<file path="src/sv/tcst_ram.sv">
// Generic simple dual-port RAM with registered read, read-before-write.
module tcst_ram #(
    parameter int WIDTH = 8,
    parameter int DEPTH = 16
) (
    input  logic                                  clk,
    input  logic                                  we,
    input  logic [(DEPTH > 1 ? $clog2(DEPTH) : 1)-1:0] waddr,
    input  logic [WIDTH-1:0]                      wdata,
    input  logic                                  re,
    input  logic [(DEPTH > 1 ? $clog2(DEPTH) : 1)-1:0] raddr,
    output logic [WIDTH-1:0]                      rdata
);

    logic [WIDTH-1:0] mem [DEPTH];

    always_ff @(posedge clk)
    begin
        if (we)
        begin
            mem[waddr] <= wdata;
        end
        if (re)
        begin
            rdata <= mem[raddr];
        end
    end

endmodule

</file>
<file path="config.mk">
export PLATFORM = sky130hd
export DESIGN_NAME = tcst_ram
export DESIGN_NICKNAME = d
export VERILOG_FILES = /design/src/sv/tcst_ram.sv
export SDC_FILE = /design/constraint.sdc
export NUM_CORES = 1
export LEC_CHECK = 0
export BUFFER_PORTS_ARGS = -buffer_cell sky130_fd_sc_hd__buf_4
export CAP_MARGIN = 20
export CORE_UTILIZATION = 45
export DETAILED_ROUTE_END_ITERATION = 6
export PLACE_DENSITY = 0.67
export SLEW_MARGIN = 20
export SYNTH_ARGS = -nofsm -noshare
export SYNTH_HDL_FRONTEND = slang
export SYNTH_SLANG_ARGS = --single-unit
</file>
<file path="constraint.sdc">
create_clock -name clk -period 4.7 [get_ports clk]
set_input_delay 0.235 -clock clk [delete_from_list [all_inputs] [get_ports clk]]
set_output_delay 0.235 -clock clk [all_outputs]
set_load 0.005 [all_outputs]
</file>
==> impl_metrics.csv, run 1 <==
group,metric,value,unit
synthesis,synth-seq-cells,136,
detailed_routing,drt-total-wl,9570,µm
outcome,outcome,"complete, no violations",
timing,finalMaxSlewViolations,0,
floorplanning,die_h,110,µm
floorplanning,rows,38,
layout,diodes,0,
layout,drive_gt1_share,28.8,%
layout,syn_to_final_growth,18.5,%
synthesis,synth_nets,248,
timing,tns,0,ps
power_and_ir_drop,leakage,2.06,nW
detailed_routing,drt_first_pass_iters,4,
timing,setup_viol,0,
global_route,antenna_found_initial,0,
timing,relSlewSlack,34.4,%
global_route,grt_pass1_vias,2537,
power_and_ir_drop,power_frac_comb,4.1,%
global_route,grt_most_used_layer,"met2",
worst_setup_path,path_max_fanout,32,
worst_setup_path,cp_data_arrival_time,1720,ps
power_and_ir_drop,p_int,0.00241,W
worst_setup_path,required,4830,ps
timing,clock.fmax,629,MHz
global_route,grt_max_degree,33,
global_route,use_met3,5.39,%
detailed_routing,route.vias.total,2349,
global_route,grt_first_pass_wirelength,14600,µm
detailed_routing,drtIter0Drc,172,
clock_tree,cts_tree,"built",
worst_setup_path,cp-end-kind,"register",
detailed_routing,drc,0,
power_and_ir_drop,ir_drop,0.276,mV
layout,layout_common_cells,"136 x edfxtp_1, 27 x buf_4, 18 x mux4_2",
clock_tree,cts_resized,0,
worst_setup_path,cp_cell_sequence,"buf_4, mux4_2, a22oi_1, nand2_1",
min_path,min_path_type,"input port to register",
global_route,met1_usage,24.7,%
timing,fin_crit_sh,33.8,%
synthesis,ys_warn_count,0,
min_path,whs_endpoint,"rdata[7]",
detailed_routing,via_per_inst,5.62,
clock_tree,clkSinkCount,136,
worst_setup_path,critPathKind,"input port to register",
timing,worst_slew_pin_slew,980,ps
layout,layout_commonest_cell,"edfxtp_1",
global_route,grt_use_total,18.4,%
placed_design,hpwl,5700,µm
clock_tree,cts_made_buffers,17,
timing,fin_crit,1590,ps
layout,final_util,55.9,%
synthesis,ys_seq_area_share,78.1,%
min_path,whs_path_depth,1,
placed_design,dpl.cell_count,386,
power_and_ir_drop,seq_power_share,46.4,%
clock_tree,path_clk_slew,60,ps
synthesis,netlist_area,5230,µm²
floorplanning,core_area,11100,µm²
placed_design,place.port_buffers,26,
detailed_routing,ant_nets,0,
worst_setup_path,reg2regPathDepth,3,
clock_tree,htree_levels,4,
worst_setup_path,r2r_start,"mem[11][7]",
worst_setup_path,critPathTopFamily,"multiplexers",
clock_tree,postCtsHoldBufs,0,
power_and_ir_drop,clock_power_share,49.5,%
floorplanning,ios,27,
synthesis,postSynthAreaPerCell,22.8,µm²
placed_design,gp_congestion,0.716,
synthesis,ys_types,18,
layout,nets,284,
worst_setup_path,slowest_delay,570,ps
job,maxCapViolCount,0,
synthesis,syn_inst,229,
floorplanning,initial_core_util,47.2,%
timing,hold_ws,126,ps
floorplanning,dieArea,12100,µm²
worst_setup_path,slowest_stage,"mux4_2",
worst_setup_path,critPathLaunchType,"input port",
power_and_ir_drop,switchingPower,0.000549,W
worst_setup_path,critPathBufInv,1,
detailed_routing,wl_per_cell,22.9,µm
worst_setup_path,r2r-end,"rdata[7]",
timing,rsz0062_at_grt,"false",
min_path,hold_start,"re",
power_and_ir_drop,powerDensity,478,nW/µm²
floorplanning,dieWidth,110,µm
clock_tree,clock-root-buffer,"clkbuf_16",
clock_tree,clk_latency,410,ps
power_and_ir_drop,swShare,18.5,%
global_route,grt.overflow.total,0,
worst_setup_path,reg2reg_slack,3190,ps
clock_tree,cts_buffer_depth,2,
timing,hold_viol,0,
timing,skew,5.58,ps
global_route,use_met2,27.8,%
layout,fin_cells,418,
clock_tree,cts_setup_buffers,0,
layout,fillers,828,
-- cell type report --
| cell class | instances | area, µm² | area share [%] |
|---|---|---|---|
| clock buffers | 19 | 433 | 6.99 |
| clock inverters | 13 | 226 | 3.66 |
| well taps | 140 | 175 | 2.83 |
| repair buffers | 27 | 203 | 3.27 |
| flip-flops and latches | 136 | 4080 | 65.9 |
| multi-input cells | 83 | 1070 | 17.3 |
-- state kept, by name, indices dropped and copies added, names as in the netlist --
signal / cells
rdata: 8
mem: 128
-- worst max-delay path by stage --
stage	from	endpoint	slack [ps]	cells after the start
floorplan	waddr[2]	mem[0][0]	2970	2
global placement	waddr[2]	mem[0][1]	2520	3
detailed placement	raddr[0]	rdata[5]	2670	4
CTS	raddr[0]	rdata[5]	3080	4
global route	raddr[0]	rdata[5]	2980	4
finish	raddr[0]	rdata[7]	3110	4
-- synth_stat cells --
| library cell | number | share of area (%) |
|---|---|---|
| clkdlybuf4s25_2 | 3 | 0.57 |
| and2_1 | 1 | 0.12 |
| buf_2 | 3 | 0.29 |
| nor2_1 | 13 | 0.93 |
| nor2b_1 | 1 | 0.12 |
| nand2b_1 | 2 | 0.24 |
| nor3_1 | 4 | 0.38 |
| buf_4 | 1 | 0.14 |
| nand2_1 | 9 | 0.65 |
| nand3_1 | 1 | 0.096 |
| and2b_1 | 1 | 0.14 |
| a22oi_1 | 16 | 2.3 |
| mux4_1 | 14 | 7.0 |
| buf_6 | 3 | 0.65 |
| mux4_2 | 18 | 7.8 |
| nand3b_1 | 2 | 0.29 |
| or3b_2 | 1 | 0.17 |
| edfxtp_1 | 136 | 78 |
-- layer usage --
layer  part of all wire [%]  vias up
met5                      0        -
met4                    1.1        0
met3                    6.3       12
met2                     49       76
met1                     43     1203
li1                       -     1058
-- per-stage QoR --
stage	setup WS (ps)	total power, W	area [µm²]
final	3110	0.00296	6200
after global routing	2980	0.00304	6200
after floorplan	2970	0.00147	5230
after detailed placement	2670	0.00152	5530
after CTS	3080	0.00298	6190
after global placement	2520	0.00152	5530
-- worst reg2reg max path: stages (launching register included) --
cell and delay, ps:
edfxtp_1 360, mux4_2 470, a22oi_1 260, nand2_1 160
-- cells by family (layout without fill, tap and decap cells) --
logic type | Yosys count | after routing | share of synthesized area (%)
flops | 136 | 136 | 78.1
compound gates | 16 | 16 | 2.30
buf+inv | 10 | 59 | 1.65
simple gates | 35 | 35 | 3.14
mux | 32 | 32 | 14.8
-- power by group through the flow --
stage	sequential [W]	clock (W)	combinational, W
floorplan	0.00140	0	0.0000690
global placement	0.00140	0	0.000122
detailed placement	0.00140	0	0.000125
CTS	0.00137	0.00148	0.000125
global route	0.00138	0.00153	0.000134
finish	0.00137	0.00147	0.000123
(Power assumes the default switching activity.)
==> run 2, diff against run 1 <==
- clock period: 4.7 -> 1.5 ns (I/O delays scaled with it)
==> run 2 against run 1 <==
Cell area is 4.6% higher. Clock power grew to 2.9 times the previous value. Core utilization is 2.6 points higher. Combinational power grew to 3.7 times the previous value. Routed wire length hardly changed. Highest routed layer unchanged.
==> impl_metrics.csv, run 2 (synthesis gave the netlist of run 1 again) <==
group,metric,value,unit
clock_tree,clkSinkCount,136,
placed_design,hpwl,6350,µm
worst_setup_path,r2r_start,"mem[1][2]",
layout,layout_commonest_cell,"edfxtp_1",
worst_setup_path,reg2regPathDepth,3,
job,maxCapViolCount,0,
floorplanning,core_area,11100,µm²
detailed_routing,drt_first_pass_iters,4,
timing,fin_crit,1440,ps
layout,nets,317,
clock_tree,cts_buffer_depth,2,
layout,layout_common_cells,"136 x edfxtp_1, 47 x buf_4, 19 x mux4_2",
layout,top_regs,"mem x128, rdata x8",
timing,fin_crit_sh,95.8,%
global_route,antenna_found_initial,0,
detailed_routing,drtIter0Drc,111,
timing,clock.fmax,696,MHz
placed_design,gp_congestion,0.725,
detailed_routing,drt-total-wl,9570,µm
global_route,grt.overflow.total,0,
worst_setup_path,critPathKind,"register to register",
clock_tree,cts_made_buffers,17,
layout,drive_gt1_share,35.0,%
placed_design,place.port_buffers,26,
power_and_ir_drop,leakage,2.22,nW
detailed_routing,via_per_inst,5.54,
clock_tree,path_clk_slew,60,ps
global_route,grt_max_degree,22,
timing,skew,10.0,ps
timing,hold_ws,191,ps
floorplanning,dieWidth,110,µm
floorplanning,dieArea,12100,µm²
detailed_routing,ant_nets,0,
worst_setup_path,r2r-end,"rdata[2]",
global_route,grt_pass1_vias,2567,
floorplanning,ios,27,
timing,relSlewSlack,48.7,%
worst_setup_path,cp-end-kind,"register",
global_route,grt_use_total,18.1,%
layout,syn_to_final_growth,24.0,%
floorplanning,die_h,110,µm
clock_tree,cts_tree,"built",
clock_tree,clk_latency,410,ps
layout,largest_reg_flops,128,
worst_setup_path,path_max_fanout,1,
clock_tree,clock-root-buffer,"clkbuf_16",
timing,hold_viol,0,
min_path,whs_path_depth,3,
worst_setup_path,reg2reg_slack,60,ps
layout,diodes,0,
timing,rsz0062_at_grt,"false",
timing,setup_viol,0,
min_path,min_path_type,"input port to register",
detailed_routing,route.vias.total,2499,
clock_tree,cts_setup_buffers,0,
worst_setup_path,critPathLaunchType,"register",
power_and_ir_drop,powerDensity,1390,nW/µm²
min_path,whs_endpoint,"mem[0][2]",
layout,fillers,799,
timing,worst_slew_pin_slew,767,ps
detailed_routing,drc,0,
floorplanning,rows,38,
min_path,hold_start,"waddr[0]",
worst_setup_path,cp_data_arrival_time,1600,ps
global_route,grt_first_pass_wirelength,14700,µm
floorplanning,initial_core_util,47.2,%
worst_setup_path,required,1670,ps
outcome,outcome,"complete, no violations",
timing,finalMaxSlewViolations,0,
layout,final_util,58.5,%
detailed_routing,wl_per_cell,21.2,µm
clock_tree,htree_levels,4,
power_and_ir_drop,ir_drop,0.921,mV
layout,regMostFlops,"mem",
[run 2: cell types whose count changed in the layout (fill, tap and decap cells not counted), sizes merged]
cell	before	now
clkinvlp	0	1
bufinv	6	3
inv	0	5
dlygate4sd3	0	9
buf	27	51
clkinv	7	6
clkbuf	19	17
[run 2: timing repair]
item                                    4_1_cts  5_1_grt
resized for setup                             2        4
hold buffers                                  9        0
endpoints found under the setup margin        2        5
endpoints found under the hold margin       136        0
pin swaps                                     0        4
[run 2: critical path, stage by stage, from the launching register on]
cell      delay [ps]
edfxtp_1         360
mux4_1           530
a22oi_2          230
nand2_1           80
[run 2: layout make-up]
cell class              instances  area, µm²  area share [%]
clock inverters                15        190            2.93
multi-input cells              83       1080            16.7
clock buffers                  17        425            6.56
flip-flops and latches        136       4080            63.0
well taps                     140        175            2.70
repair buffers                 60        523            8.07
[run 2: routing by layer]
layer  global-route usage (%)  vias up  wire, µm  part of all wire [%]
met2                     29.7       75      4910                    51
met3                     4.68       16       480                   5.0
met1                     22.9     1287      4000                    42
li1                         -     1121         -                     -
met5                        0        -         0                     0
met4                     7.81        0       182                   1.9
[run 2: how the worst max path moves through the flow]
stage	start	endpoint	slack (ps)	depth (start not counted)
6_report	mem[1][2]	rdata[2]	60	3
5_1_grt	mem[1][2]	rdata[2]	0.1	3
4_1_cts	mem[1][3]	rdata[3]	5	3
3_5_place_dp	raddr[0]	rdata[2]	-140	5
3_3_place_gp	raddr[0]	rdata[3]	-140	5
2_1_floorplan	raddr[0]	rdata[1]	140	5
[run 2: power by group]
group | leakage [nW] | internal (W) | switching, W | total [W]
logic | 0.681 | 0.000225 | 0.000227 | 0.000453
registers | 1.24 | 0.00428 | 0.0000238 | 0.00431
clock network | 0.299 | 0.00265 | 0.00158 | 0.00423
[run 2: stage by stage]
| stage | setup TNS, ps | std cells | cell area, µm² | setup WS [ps] | power (W) |
|---|---|---|---|---|---|
| after CTS | 0 | 451 | 6470 | 4.74 | 0.00904 |
| after global routing | 0 | 451 | 6480 | 0.126 | 0.00925 |
| final | 0 | 451 | 6480 | 62.9 | 0.00899 |
| after global placement | -560 | 410 | 5750 | -135 | 0.00480 |
| after detailed placement | -578 | 410 | 5750 | -141 | 0.00482 |
| after floorplan | 0 | 229 | 5230 | 143 | 0.00459 |
